### src/mlrt_ram.sv
// Simple dual-port RAM: one write port, one registered read port.
module mlrt_ram #(
    parameter int WIDTH = 32,
    parameter int DEPTH = 64
) (
    input  logic                     i_clk,
    input  logic                     i_we,
    input  logic [$clog2(DEPTH)-1:0] i_waddr,
    input  logic [WIDTH-1:0]         i_wdata,
    input  logic [$clog2(DEPTH)-1:0] i_raddr,
    output logic [WIDTH-1:0]         o_rdata
);

    logic [WIDTH-1:0] r_mem [DEPTH];
    logic [WIDTH-1:0] r_rdata;

    // Write first in program order; a read of the same entry sees old data.
    always_ff @(posedge i_clk) begin
        if (i_we) begin
            r_mem[i_waddr] <= i_wdata;
        end
        r_rdata <= r_mem[i_raddr];
    end

    assign o_rdata = r_rdata;

endmodule

### config.mk
export PLATFORM = sky130hd
export DESIGN_NAME = mlrt_ram
export DESIGN_NICKNAME = d
export VERILOG_FILES = /design/src/mlrt_ram.sv
export SDC_FILE = /design/constraint.sdc
export NUM_CORES = 2
export LEC_CHECK = 0
export BUFFER_PORTS_ARGS = -buffer_cell sky130_fd_sc_hd__clkbuf_2
export CORE_MARGIN = 5
export CORE_UTILIZATION = 60
export CTS_BUF_LIST = sky130_fd_sc_hd__clkbuf_4 sky130_fd_sc_hd__clkbuf_8
export CTS_CLUSTER_DIAMETER = 40
export DETAILED_ROUTE_END_ITERATION = 10
export PLACE_DENSITY = 0.78
export SYNTH_ARGS = -nofsm -noshare
export SYNTH_HDL_FRONTEND = slang
export SYNTH_SLANG_ARGS = --single-unit
### constraint.sdc
create_clock -name i_clk -period 6 [get_ports i_clk]
set_input_delay 0.6 -clock i_clk [delete_from_list [all_inputs] [get_ports i_clk]]
set_output_delay 0.6 -clock i_clk [all_outputs]
set_load 0.02 [all_outputs]
==> results_dict.tcl <==
set metrics [dict create \
    path_buf_inv 3 \
    drv_cap 0 \
    seq_power_share_pct 56.2 \
    rsz0062_at_grt "no" \
    synth_top_cell_area_share_pct 78.3 \
    ant_nets 0 \
    slowest_stage "a311oi_1" \
    syn_to_final_growth_pct 11.8 \
    ys_types 34 \
    tightest_slew_ns 1.33 \
    p_leak_nw 27.5 \
    cts_post_setup_buffers_inserted 0 \
    synth_cells 3324 \
    vdd_drop_max_uv 283 \
    grt_overflow_total 0 \
    wl_um 192000 \
    wl_per_cell_um 34.1 \
    crit_path_frequent_cell "buf_12" \
    antenna_found_initial 5 \
    rows 132 \
    grt_usage_pct 28.3 \
    cp_max_fo 60 \
    synth_nets 3370 \
    cts_tree "done" \
    die_w_um 372 \
    power_frac_comb_pct 5.1 \
    dieHeight_um 372 \
    seq_area_frac_synth_pct 79.1 \
    period_needed_ns 3.11 \
    synth_area_mm2 0.0785 \
    finalMaxSlewViolations 0 \
    first_iter_violations 6110 \
    final_cell_mix "edfxtp_1, mux4_2, clkbuf_8" \
    fin_skew_ns 0.0564 \
    crit_family "buffers and inverters" \
    setup-violations-final 0 \
    final_common_cell "edfxtp_1" \
    grt_max_degree 122 \
    dp_hpwl_um 102000 \
    port_buffers 77 \
    cp.arrival_ns 3.90 \
    critPathKind "in2reg" \
    start_util_pct 60.5 \
    slowest_delay_ns 1.00 \
    cts_hold_buffers 0 \
    p_int_w 0.0225 \
    p_switching_w 0.00621 \
    viasPerCell 6.85 \
    ys_ff_latch 2080 \
    clock-sinks 2080 \
    crit_required_ns 6.79 \
    hp-class "in2reg" \
    slew_headroom_pct 10.7 \
    core_mm2 0.130 \
    io_pins 78 \
    cts-root-buf "clkbuf_8" \
    firstDrtPassIters 5 \
    netlist_top_cells_area "edfxtp_1, mux4_2, mux2i_1" \
    critPathLaunchType "primary input" \
    clockBufferDepth 4 \
    post-route-period-util_pct 51.8 \
    num_vias 38617 \
    end_kind "register" \
    grt_pass1_wl_um 274000 \
    final_nets 3710 \
    clock_latency_ns 1.02 \
    first_global_vias 38287 \
    outcome "complete, no violations" \
    path_clk_slew_ns 0.06 \
    ctsResizeCount 0 \
    synth_warnings 0 \
    max_freq_ghz 0.322 \
    design.die.area_mm2 0.138 \
    synth_area_leader_cell "edfxtp_1" \
    cts_buffers 322 \
    p_clk_share_pct 38.7 \
    swShare_pct 21.6 \
    worstPathCellList "buf_8 -> buf_12 -> buf_12 -> mux4_2 -> mux2i_1 -> nor2_1 -> a311oi_1 -> nor3_1" \
    powerDensity_mw_per_mm2 328 \
    gp_congestion 0.797 \
    final_util_pct 67.6 \
    cts_max_level 5 \
    layout-drive-gt1-share_pct 33.3 \
    syn_area_per_cell_um2 23.6 \
    remaining_drc_errors 0 \
    finalHoldViolCount 0 \
    fin_setup_tns_ns 0 \
]
flip-flops by register name, summed over array words and instances (netlist names):
name	flops
r_mem	2048
o_rdata	32
cell type report:
class / count / area (um^2)
Antenna cell: 4 / 10.0
Fill cell: 7678 / 42100
Clock inverter: 118 / 627
Clock buffer: 434 / 5360
Timing Repair Buffer: 198 / 1460
Tap cell: 1742 / 2180
Multi-Input combinational cell: 1062 / 16000
Sequential cell: 2080 / 62100
final timing paths:
| kind | start | to | slack [ns] | cells after the start |
|---|---|---|---|---|
| setup / recovery | i_raddr[0] | o_rdata[4] | 2.89 | 8 |
| hold / removal | i_wdata[0] | r_mem[33][0] | 0.24 | 2 |
| setup reg to reg | r_mem[23][4] | o_rdata[4] | 3.44 | 5 |
| hold reg to reg | r_mem[57][20] | o_rdata[20] | 0.86 | 5 |
through the flow:
stage	setup WS [ns]	instances	hold WS [ns]	area, um^2	power [W]
after floorplan	2.24	3324	0.663	78500	0.0172
after global placement	1.95	5082	0.807	81800	0.0179
after detailed placement	1.96	5082	0.825	81800	0.0179
after CTS	2.94	5634	0.169	87700	0.0288
after global routing	2.78	5636	0.235	87700	0.0296
final	2.89	5638	0.236	87800	0.0287
cell usage after synthesis, drive strengths merged:
library cell and number:
nand2 26, nand3 5, nand2b 8, or3 3, buf 108, nand3b 5
nor2 137, a311oi 8, dfxtp 32, edfxtp 2048, nor3 7, or2 3
a22oi 12, nand4b 1, mux4 544, o221ai 27, a41o 4, nand4 2
and2 2, clkbuf 74, a31oi 1, o32ai 4, and3 4, nor2b 15
mux2i 93, o22ai 84, or3b 5, a21oi 62
power by group through the flow:
stage | Combinational [W] | Clock (W) | Sequential (W)
finish | 0.00146 | 0.0111 | 0.0162
global route | 0.00153 | 0.0120 | 0.0162
CTS | 0.00145 | 0.0112 | 0.0162
detailed placement | 0.00145 | 0 | 0.0165
global placement | 0.00142 | 0 | 0.0165
floorplan | 0.000782 | 0 | 0.0165
per-layer routing:
layer	vias to the layer above	wire, um	track usage, %
li1	14967	-	-
met5	-	0	0
met1	20271	69500	40.8
met4	0	5550	8.51
met3	366	24100	6.29
met2	3013	93300	44.8
logic make-up after synthesis:
group | Yosys count | share of synthesized area [%]
and+or+nand+nor | 223 | 1.27
DFF | 2080 | 79.1
muxes | 637 | 16.8
buffers and inverters | 182 | 1.13
AOI/OAI and AO/OA | 202 | 1.67
No activity file was read; power rests on OpenSTA's default activity.
