==> src/mlrt_pkg.sv <==
// Shared types, codes and defaults of the radix index table.
package mlrt_pkg;

    // Parameter defaults.
    localparam int DEF_INDEX_WIDTH     = 32;
    localparam int DEF_MAX_STRIDE_BITS = 8;
    localparam int DEF_POOL_NODES      = 64;
    localparam int DEF_VALUE_WIDTH     = 32;
    localparam int DEF_MAX_LEVELS      = 4;

    // Levels that the hardware can walk, and fixed port widths.
    localparam int HW_LEVELS = 4;
    localparam int LVL_W     = 2;
    localparam int KEY_W     = 32;
    localparam int DATA_W    = 32;
    localparam int APB_AW    = 5;

    // Operation codes.
    localparam logic [2:0] FN_SET   = 3'd0;
    localparam logic [2:0] FN_GET   = 3'd1;
    localparam logic [2:0] FN_DEL   = 3'd2;
    localparam logic [2:0] FN_NEXT  = 3'd3;
    localparam logic [2:0] FN_CLEAR = 3'd4;

    // Status codes.
    localparam logic [1:0] ST_OK   = 2'd0;
    localparam logic [1:0] ST_POOL = 2'd1;
    localparam logic [1:0] ST_CFG  = 2'd2;

    // Register indexes.
    localparam logic [2:0] RG_INDEX_BITS  = 3'd0;
    localparam logic [2:0] RG_LEVEL_COUNT = 3'd1;
    localparam logic [2:0] RG_LEVEL0_BITS = 3'd2;
    localparam logic [2:0] RG_LEVEL1_BITS = 3'd3;
    localparam logic [2:0] RG_LEVEL2_BITS = 3'd4;
    localparam logic [2:0] RG_LEVEL3_BITS = 3'd5;

    // Register reset values.
    localparam logic [5:0] RST_INDEX_BITS  = 6'd24;
    localparam logic [2:0] RST_LEVEL_COUNT = 3'd3;
    localparam logic [HW_LEVELS-1:0][3:0] RST_LEVEL_BITS = {4'd0, 4'd8, 4'd8, 4'd8};

    // Decoded configuration handed to the sequencer.
    typedef struct packed {
        logic                           ok;
        logic [LVL_W-1:0]               last;
        logic [5:0]                     index_bits;
        logic [HW_LEVELS-1:0][3:0]      stride;
        logic [HW_LEVELS-1:0][5:0]      shift;
    } t_cfg;

    // Mask of the low nbits bits of an index.
    function automatic logic [KEY_W-1:0] low_mask(input logic [5:0] nbits);
        logic [KEY_W-1:0] m;
        for (int i = 0; i < KEY_W; i++) begin
            m[i] = (i < int'(nbits));
        end
        return m;
    endfunction

endpackage

==> src/mlrt_cfg.sv <==
// Configuration registers, APB access and stride decode.
module mlrt_cfg #(
    parameter int INDEX_WIDTH     = mlrt_pkg::DEF_INDEX_WIDTH,
    parameter int MAX_STRIDE_BITS = mlrt_pkg::DEF_MAX_STRIDE_BITS,
    parameter int MAX_LEVELS      = mlrt_pkg::DEF_MAX_LEVELS
) (
    input  logic                        i_clk,
    input  logic                        i_rst_n,
    input  logic                        psel,
    input  logic                        penable,
    input  logic                        pwrite,
    input  logic [mlrt_pkg::APB_AW-1:0] paddr,
    input  logic [mlrt_pkg::DATA_W-1:0] pwdata,
    output logic [mlrt_pkg::DATA_W-1:0] prdata,
    output logic                        pready,
    output mlrt_pkg::t_cfg              o_cfg,
    output logic                        o_wr
);

    logic [5:0]                               r_index_bits;
    logic [2:0]                               r_level_count;
    logic [mlrt_pkg::HW_LEVELS-1:0][3:0]      r_level_bits;
    logic [2:0]                               reg_sel;
    logic                                     wr_beat;
    logic                                     sel_ok;

    assign reg_sel = paddr[4:2];
    assign wr_beat = psel && penable && pwrite;
    assign sel_ok  = (reg_sel <= mlrt_pkg::RG_LEVEL3_BITS);
    assign pready  = 1'b1;
    assign o_wr    = wr_beat && sel_ok;

    // Register writes.
    always_ff @(posedge i_clk) begin
        if (!i_rst_n) begin
            r_index_bits  <= mlrt_pkg::RST_INDEX_BITS;
            r_level_count <= mlrt_pkg::RST_LEVEL_COUNT;
            r_level_bits  <= mlrt_pkg::RST_LEVEL_BITS;
        end else if (wr_beat) begin
            case (reg_sel)
                mlrt_pkg::RG_INDEX_BITS:  r_index_bits    <= pwdata[5:0];
                mlrt_pkg::RG_LEVEL_COUNT: r_level_count   <= pwdata[2:0];
                mlrt_pkg::RG_LEVEL0_BITS: r_level_bits[0] <= pwdata[3:0];
                mlrt_pkg::RG_LEVEL1_BITS: r_level_bits[1] <= pwdata[3:0];
                mlrt_pkg::RG_LEVEL2_BITS: r_level_bits[2] <= pwdata[3:0];
                mlrt_pkg::RG_LEVEL3_BITS: r_level_bits[3] <= pwdata[3:0];
                default: ;
            endcase
        end
    end

    // Register reads.
    always_comb begin
        case (reg_sel)
            mlrt_pkg::RG_INDEX_BITS:  prdata = mlrt_pkg::DATA_W'(r_index_bits);
            mlrt_pkg::RG_LEVEL_COUNT: prdata = mlrt_pkg::DATA_W'(r_level_count);
            mlrt_pkg::RG_LEVEL0_BITS: prdata = mlrt_pkg::DATA_W'(r_level_bits[0]);
            mlrt_pkg::RG_LEVEL1_BITS: prdata = mlrt_pkg::DATA_W'(r_level_bits[1]);
            mlrt_pkg::RG_LEVEL2_BITS: prdata = mlrt_pkg::DATA_W'(r_level_bits[2]);
            mlrt_pkg::RG_LEVEL3_BITS: prdata = mlrt_pkg::DATA_W'(r_level_bits[3]);
            default:                  prdata = '0;
        endcase
    end

    // Validity check and per-level shift amounts.
    always_comb begin
        logic [6:0] sum;
        logic       ok;
        sum = '0;
        ok  = (r_level_count >= 3'd2) && (int'(r_level_count) <= MAX_LEVELS) &&
              (int'(r_level_count) <= mlrt_pkg::HW_LEVELS) &&
              (r_index_bits >= 6'd1) && (int'(r_index_bits) <= INDEX_WIDTH);
        o_cfg.shift = '0;
        for (int l = 0; l < mlrt_pkg::HW_LEVELS; l++) begin
            if (l < int'(r_level_count)) begin
                sum = sum + 7'(r_level_bits[l]);
                if (int'(r_level_bits[l]) > MAX_STRIDE_BITS) begin
                    ok = 1'b0;
                end
                o_cfg.shift[l] = 6'(7'(r_index_bits) - sum);
            end
        end
        if (sum != 7'(r_index_bits)) begin
            ok = 1'b0;
        end
        o_cfg.ok         = ok;
        o_cfg.last       = mlrt_pkg::LVL_W'(r_level_count - 3'd1);
        o_cfg.index_bits = r_index_bits;
        o_cfg.stride     = r_level_bits;
    end

endmodule

==> config.mk <==
export PLATFORM = sky130hd
export DESIGN_NAME = mlrt_cfg
export DESIGN_NICKNAME = d
export VERILOG_FILES = /design/src/mlrt_pkg.sv /design/src/mlrt_cfg.sv
export SDC_FILE = /design/constraint.sdc
export NUM_CORES = 1
export LEC_CHECK = 0
export ABC_AREA = 1
export BUFFER_PORTS_ARGS = -buffer_cell sky130_fd_sc_hd__buf_4
export CAP_MARGIN = 20
export CELL_PAD_IN_SITES_DETAIL_PLACEMENT = 0
export CELL_PAD_IN_SITES_GLOBAL_PLACEMENT = 1
export CORE_ASPECT_RATIO = 0.75
export CORE_MARGIN = 2
export CORE_UTILIZATION = 36
export DETAILED_ROUTE_END_ITERATION = 6
export PLACE_DENSITY_LB_ADDON = 0.1
export SYNTH_ARGS = -nofsm -noshare
export SYNTH_HDL_FRONTEND = slang
export SYNTH_SLANG_ARGS = --single-unit
==> constraint.sdc <==
create_clock -name i_clk -period 13.4 [get_ports i_clk]
set_input_delay 3.35 -clock i_clk [delete_from_list [all_inputs] [get_ports i_clk]]
set_output_delay 3.35 -clock i_clk [all_outputs]
set_load 0.01 [all_outputs]
==> metrics, run 1 <==
Seq/Total Area, Yosys 0.1603; final wirelength between 9 and 10 mm; RSZ-0062 raised after global routing false; GPL Wtd Cong around 0.87; Seq cells post-synth 25; mux cell area share after synthesis 0; DRC 0; GRT Total Usage 0.2051; crit path launch type register; Clock Sinks 25; largest family of logic cells by synthesized area simple AND/OR/NAND/NOR gates; switching part of the total 0.3226; Placed Cells 648; Layout area overhead 18.83%; die height 84.66 um; largest net degree at the start of global routing 24; Crit Path Class register to output port; Post-Syn Area ~0.0031 mm^2; YS warnings 0; synth top area cells dfxtp_1 (16%), ha_1 (13%), nand2_1 (9.6%), inv_1 (8.4%), buf_4 (6.5%); Setup crit end kind output port; switching pwr 0.06970 mW; synthesized area per cell between 6 and 7 um^2; status finished clean; cts bufs inserted 3; fraction of registers with async set/reset 0; Worst-path clk slew 0.07 ns; DPL Wire Length 7.730 mm; I/O Pins 125; XOR/XNOR Fraction of Synth Area 0.01963; Synth Area in Compound Gates 0.1919; core area approximately 0.0085 mm^2; Die Wd approximately 110 um; Critical-path top delay cell fa_1; Final Hold Viols 0; Mapped Cells 480; nets 626; cell family with most CP delay adder cells; WP data arrival 5.91 ns; Slew HR 0.5030; TNS Setup 0 ns; worst skew pair latency roughly 0.25 ns; ant diodes 0; Max Cap Viol 0; global route overflow 0; root buf cell clkbuf_16; router iterations before antenna repair 4; Layout Utilization 0.4390; Seq pwr share 0.359; Max Root-Sink Buffers 2; Leak between 1.5 and 2 nW; slowest stage delay, CP between 0.5 and 0.6 ns; Wirelength per Cell 14.74 um; Buf/Inv on CP 7; commonest non-fill, non-tap cells in the layout nand2_1 (80), inv_1 (70), buf_4 (69), nor2_1 (54), a21oi_1 (37); fmax 0.1080 GHz; Fill cells 940; CTS Hold Bufs 0; number of DRC markers in iteration 0 between 150 and 200; top cell type's share of synthesized area 0.1603; postcts setup bufs 0; Slew Viols, Final 0; CTS resizes 0; Finished Layout Cells between 600 and 700; PortBufs between 60 and 70; Post-synth EDFFs 0; PD cells between 50 and 60 mW/mm^2; via count approximately 3200; H-tree levels 1; CTS tree done; skew final 0 ns; crit-path most repeated cell inv_1; critical-path maximum fanout 14; worst hold path class register to register; adder-cell share of the synthesized area 0.1731; Main synth FF type dfxtp_1; most common cell after layout, fill and taps aside nand2_1; final setup violating endpoints 0; vias in the first global route roughly 3000; dpl ws around 4.3 ns; Final ANT Viol Nets 0; maximum VDD drop slightly above 40 uV; Synth area leader dfxtp_1; fraction of layout cells with a size suffix above 1 0.1728; post-synthesis simple-gate area fraction 0.2865; first-pass GRT wire length around 16 mm; antenna violations before repair 0; Unique masters post-synth between 40 and 50; fin crit period approximately 9 ns; PnR worst setup slack between 4 and 5 ns; Comb pwr share 0.332; clock share of power 0.310; die area between 0.009 and 0.01 mm^2; Rows 29; Worst Tran Pin Value ~0.74 ns; P_int 0.1464 mW; Critical Path RT 10.05 ns; fin crit share 0.6912; vias per cell 4.910; Initial Utilization 0.3694
[through the flow]
step                      instance area (um^2)  power [mW]  hold WS (ns)
after detailed placement                  3632      0.1510        0.5503
after global placement                    3632      0.1502        0.5579
after global routing                      3711      0.2306        0.6042
after floorplan                           3217      0.1310        0.5228
after CTS                                 3711      0.2164        0.5603
final                                     3711      0.2161        0.5576
[worst min-delay path, delay by kind of cell (launching register included)]
kind                   cells  cell delay (ns)
AO/OA/AOI/OAI              1             0.07
flip-flops                 1             0.34
buffers and inverters      1             0.11
[cell families (layout without fill, tap and decap cells)]
kind of cell,after synthesis,in the layout
and+or+nand+nor,196,196
other,2,27
DFF,25,25
xor gates and xnor gates,7,7
buffers and inverters,109,148
adders and majority gates,39,39
AOI/OAI and AO/OA,102,102
[final timing paths]
kind | startpoint | end | slack (ns) | cells after the start
max | r_level_count[2] | o_cfg[23] | 4.14 | 27
min | o_cfg[32] | o_cfg[32] | 0.56 | 2
max reg2reg | r_level_count[2] | r_level_count[2] | 11.95 | 4
min reg2reg | o_cfg[32] | o_cfg[32] | 0.56 | 2
[registers in the layout, indices dropped and copies added, names as in the netlist]
name / cells
o_cfg: 16
r_index_bits: 6
r_level_count: 3
[cells in the mapped netlist (4+ instances only)]
master / n
inv_2: 5
nor3_1: 7
o211ai_1: 6
nand3_1: 31
inv_1: 70
fa_1: 7
nand2_1: 80
nor2_1: 54
o21ai_0: 33
xor2_1: 5
nand4_1: 4
a21oi_1: 37
buf_4: 27
a221oi_1: 4
o221ai_1: 4
clkbuf_1: 5
dfxtp_1: 25
ha_1: 32
[power by group through the flow]
stage | registers (mW) | clock network [mW] | logic (mW)
5_1_grt | 0.0777 | 0.0709 | 0.0821
3_5_place_dp | 0.0792 | 0 | 0.0717
4_1_cts | 0.0776 | 0.0667 | 0.0721
2_1_floorplan | 0.0785 | 0 | 0.0524
3_3_place_gp | 0.0792 | 0 | 0.0710
6_report | 0.0775 | 0.0669 | 0.0717
[layout make-up]
type                            instances  area (um^2)  area share
Clock buffer                            4        78.83     0.02124
Inverter                               75        281.5     0.07586
Multi-Input combinational cell        371         2197      0.5920
Sequential cell                        25        500.5      0.1349
Tap cell                              108        135.1     0.03641
Timing Repair Buffer                   69        518.0      0.1396
[metal layers]
metal / GRT usage / share of wire / vias to the layer above
met4: 0.02581 / 0.0044 / 0
met5: 0 / 0 / -
met2: 0.3298 / 0.43 / 85
met1: 0.3011 / 0.51 / 1452
met3: 0.02816 / 0.057 / 4
li1: - / - / 1660
No activity file was read; power rests on OpenSTA's default activity.
==> run 2, diff against run 1 <==
- CORE_UTILIZATION: 36 -> 34
- clock period: 13.4 -> 8.6 ns (I/O delays scaled with it)
==> metrics, run 2 (same netlist as run 1, synthesis figures left out) <==
status finished clean (unchanged); most common cell after layout, fill and taps aside nand2_1 (unchanged); CTS resizes 0 (unchanged); crit path launch type register (unchanged); H-tree levels 1 (unchanged); Max Cap Viol 0 (unchanged); Leak 1.921 nW (was 1.917 nW); router iterations before antenna repair 4 (unchanged); nets 627 (was 626); Fin Hold WS 0.5595 ns (was 0.5576 ns); R2R Path End r_index_bits[1] (was r_level_count[2]); start point of the worst hold path o_cfg[36] (was o_cfg[32]); final wirelength 10.10 mm (was 9.608 mm); DRC 0 (unchanged); root buf cell clkbuf_16 (unchanged); RSZ-0062 raised after global routing false (unchanged); fin crit share 0.9210; fin crit period just under 8 ns; skew final 0 ns (unchanged); die area 0.009976 mm^2 (was 0.009444 mm^2); first-pass GRT wire length 16.35 mm (was 15.67 mm); TNS Setup 0 ns (unchanged); GRT Total Usage 0.2116 (was 0.2051); Layout area overhead 19.35% (was 18.83%); Setup crit end kind output port (unchanged); postcts setup bufs 0 (unchanged); core area 0.008971 mm^2 (was 0.008454 mm^2); CTS tree done (unchanged); PortBufs 69 (unchanged); Slew Viols, Final 0 (unchanged); Finished Layout Cells 657 (was 652); Worst-path clk slew 0.06 ns (was 0.07 ns); commonest non-fill, non-tap cells in the layout nand2_1 (80), inv_1 (70), buf_4 (70), nor2_1 (54), a21oi_1 (37) (was nand2_1 (80), inv_1 (70), buf_4 (69), nor2_1 (54), a21oi_1 (37)); number of flip-flops in the largest register 16 (unchanged); fraction of layout cells with a size suffix above 1 0.1761 (was 0.1728); largest net degree at the start of global routing 24 (unchanged); Rows 30 (was 29); R2R depth 2 (was 4); global route overflow 0 (unchanged); maximum VDD drop 66.53 uV (was 41.23 uV); DPL Wire Length 7.979 mm (was 7.730 mm); Initial Utilization 0.3481 (was 0.3694); Max Root-Sink Buffers 2 (unchanged); PD cells 91.59 mW/mm^2 (was 58.22 mW/mm^2); Wirelength per Cell 15.37 um (was 14.74 um); dpl ws 1.004 ns (was 4.340 ns); Final Total Pwr 0.3414 mW (was 0.2161 mW); Clock Sinks 25 (unchanged); WP data arrival 5.77 ns (was 5.91 ns); ant diodes 0 (unchanged); GPL Wtd Cong 0.8658 (was 0.8702); PnR worst setup slack 0.6792 ns (was 4.138 ns); Crit Path Class register to output port (unchanged); via count 3247 (was 3201); die height 87 um (was 84.66 um); vias per cell 4.942 (was 4.910); CTS Hold Bufs 0 (unchanged); Hold Path Stages 2 (unchanged); Slew HR 0.4883 (was 0.5030); Layout Utilization 0.4155 (was 0.4390); Final Hold Viols 0 (unchanged); Placed Area 0.003645 mm^2 (was 0.003632 mm^2); critical-path maximum fanout 12 (was 14); worst hold path class register to register (unchanged); Worst R2R Setup Slack 7.22 ns (was 11.95 ns); Design Area, Final 0.003727 mm^2 (was 0.003711 mm^2); Worst Tran Pin Value 0.7675 ns (was 0.7444 ns); Critical Path RT 6.45 ns (was 10.05 ns); cts bufs inserted 3 (unchanged); R2R Path Start r_index_bits[1] (was r_level_count[2]); Worst Hold End o_cfg[36] (was o_cfg[32]); Placed Cells 653 (was 648); number of DRC markers in iteration 0 227 (was 174); worst skew pair latency 0.26 ns (was 0.25 ns); crit path launch r_level_count[1] (was r_level_count[2]); Final ANT Viol Nets 0 (unchanged); final setup violating endpoints 0 (unchanged); antenna violations before repair 0 (unchanged); vias in the first global route 3087 (was 3045); Die Wd 114.7 um (was 111.6 um); fmax about 0.13 GHz; I/O Pins 125 (unchanged)
==> run 2: cell count changes in the layout (fill, tap and decap cells not counted) <==
cell and delta:
buf_4 +1, clkbuf_1 -1, clkinvlp_4 +1
==> run 2: worst max-delay path, stage by stage, from the launching register on <==
cell and delay [ns]:
dfxtp_1 0.39, nor2_4 0.33, nand2_4 0.15, inv_2 0.13, nor2_1 0.05, ha_1 0.20
inv_1 0.07, fa_1 0.50, o21ai_2 0.22, inv_1 0.08, fa_1 0.57, o21ai_0 0.38
inv_1 0.11, fa_1 0.44, xnor2_1 0.19, inv_1 0.06, ha_1 0.31, nand2_1 0.08
nor2_1 0.04, a211oi_1 0.24, nor2_1 0.07, inv_1 0.08, nand2_1 0.05, a21oi_1 0.15
xor2_1 0.09, or2_1 0.25, a21oi_1 0.12, buf_4 0.14
==> run 2: cell type report <==
type	count	area, um^2
clock buffer	3	75.07
clock inverter	1	7.507
fill	999	5244
inverter	75	281.5
multi-input combinational	371	2197
sequential	25	500.5
tap	112	140.1
timing repair buffer	70	525.5
==> run 2: where the power goes <==
part	internal (mW)	total (mW)	switching [mW]
clock	0.0632	0.107	0.0440
sequential	0.117	0.121	0.00357
combinational	0.0475	0.113	0.0658
total	0.228	0.341	0.113
==> run 2: per-layer routing <==
layer / routed length, um / GRT usage / up-vias
li1: - / - / 1671
met4: 32 / 0.01774 / 0
met5: 0 / 0 / -
met3: 546 / 0.02227 / 4
met2: 4280 / 0.3346 / 84
met1: 5240 / 0.3208 / 1488
==> run 2: worst max path at each step <==
stage          slack, ns        end
5_1_grt             0.22  o_cfg[23]
4_1_cts             0.70  o_cfg[23]
3_5_place_dp        1.00  o_cfg[23]
6_report            0.68  o_cfg[23]
2_1_floorplan       1.80  o_cfg[23]
3_3_place_gp        1.02  o_cfg[23]
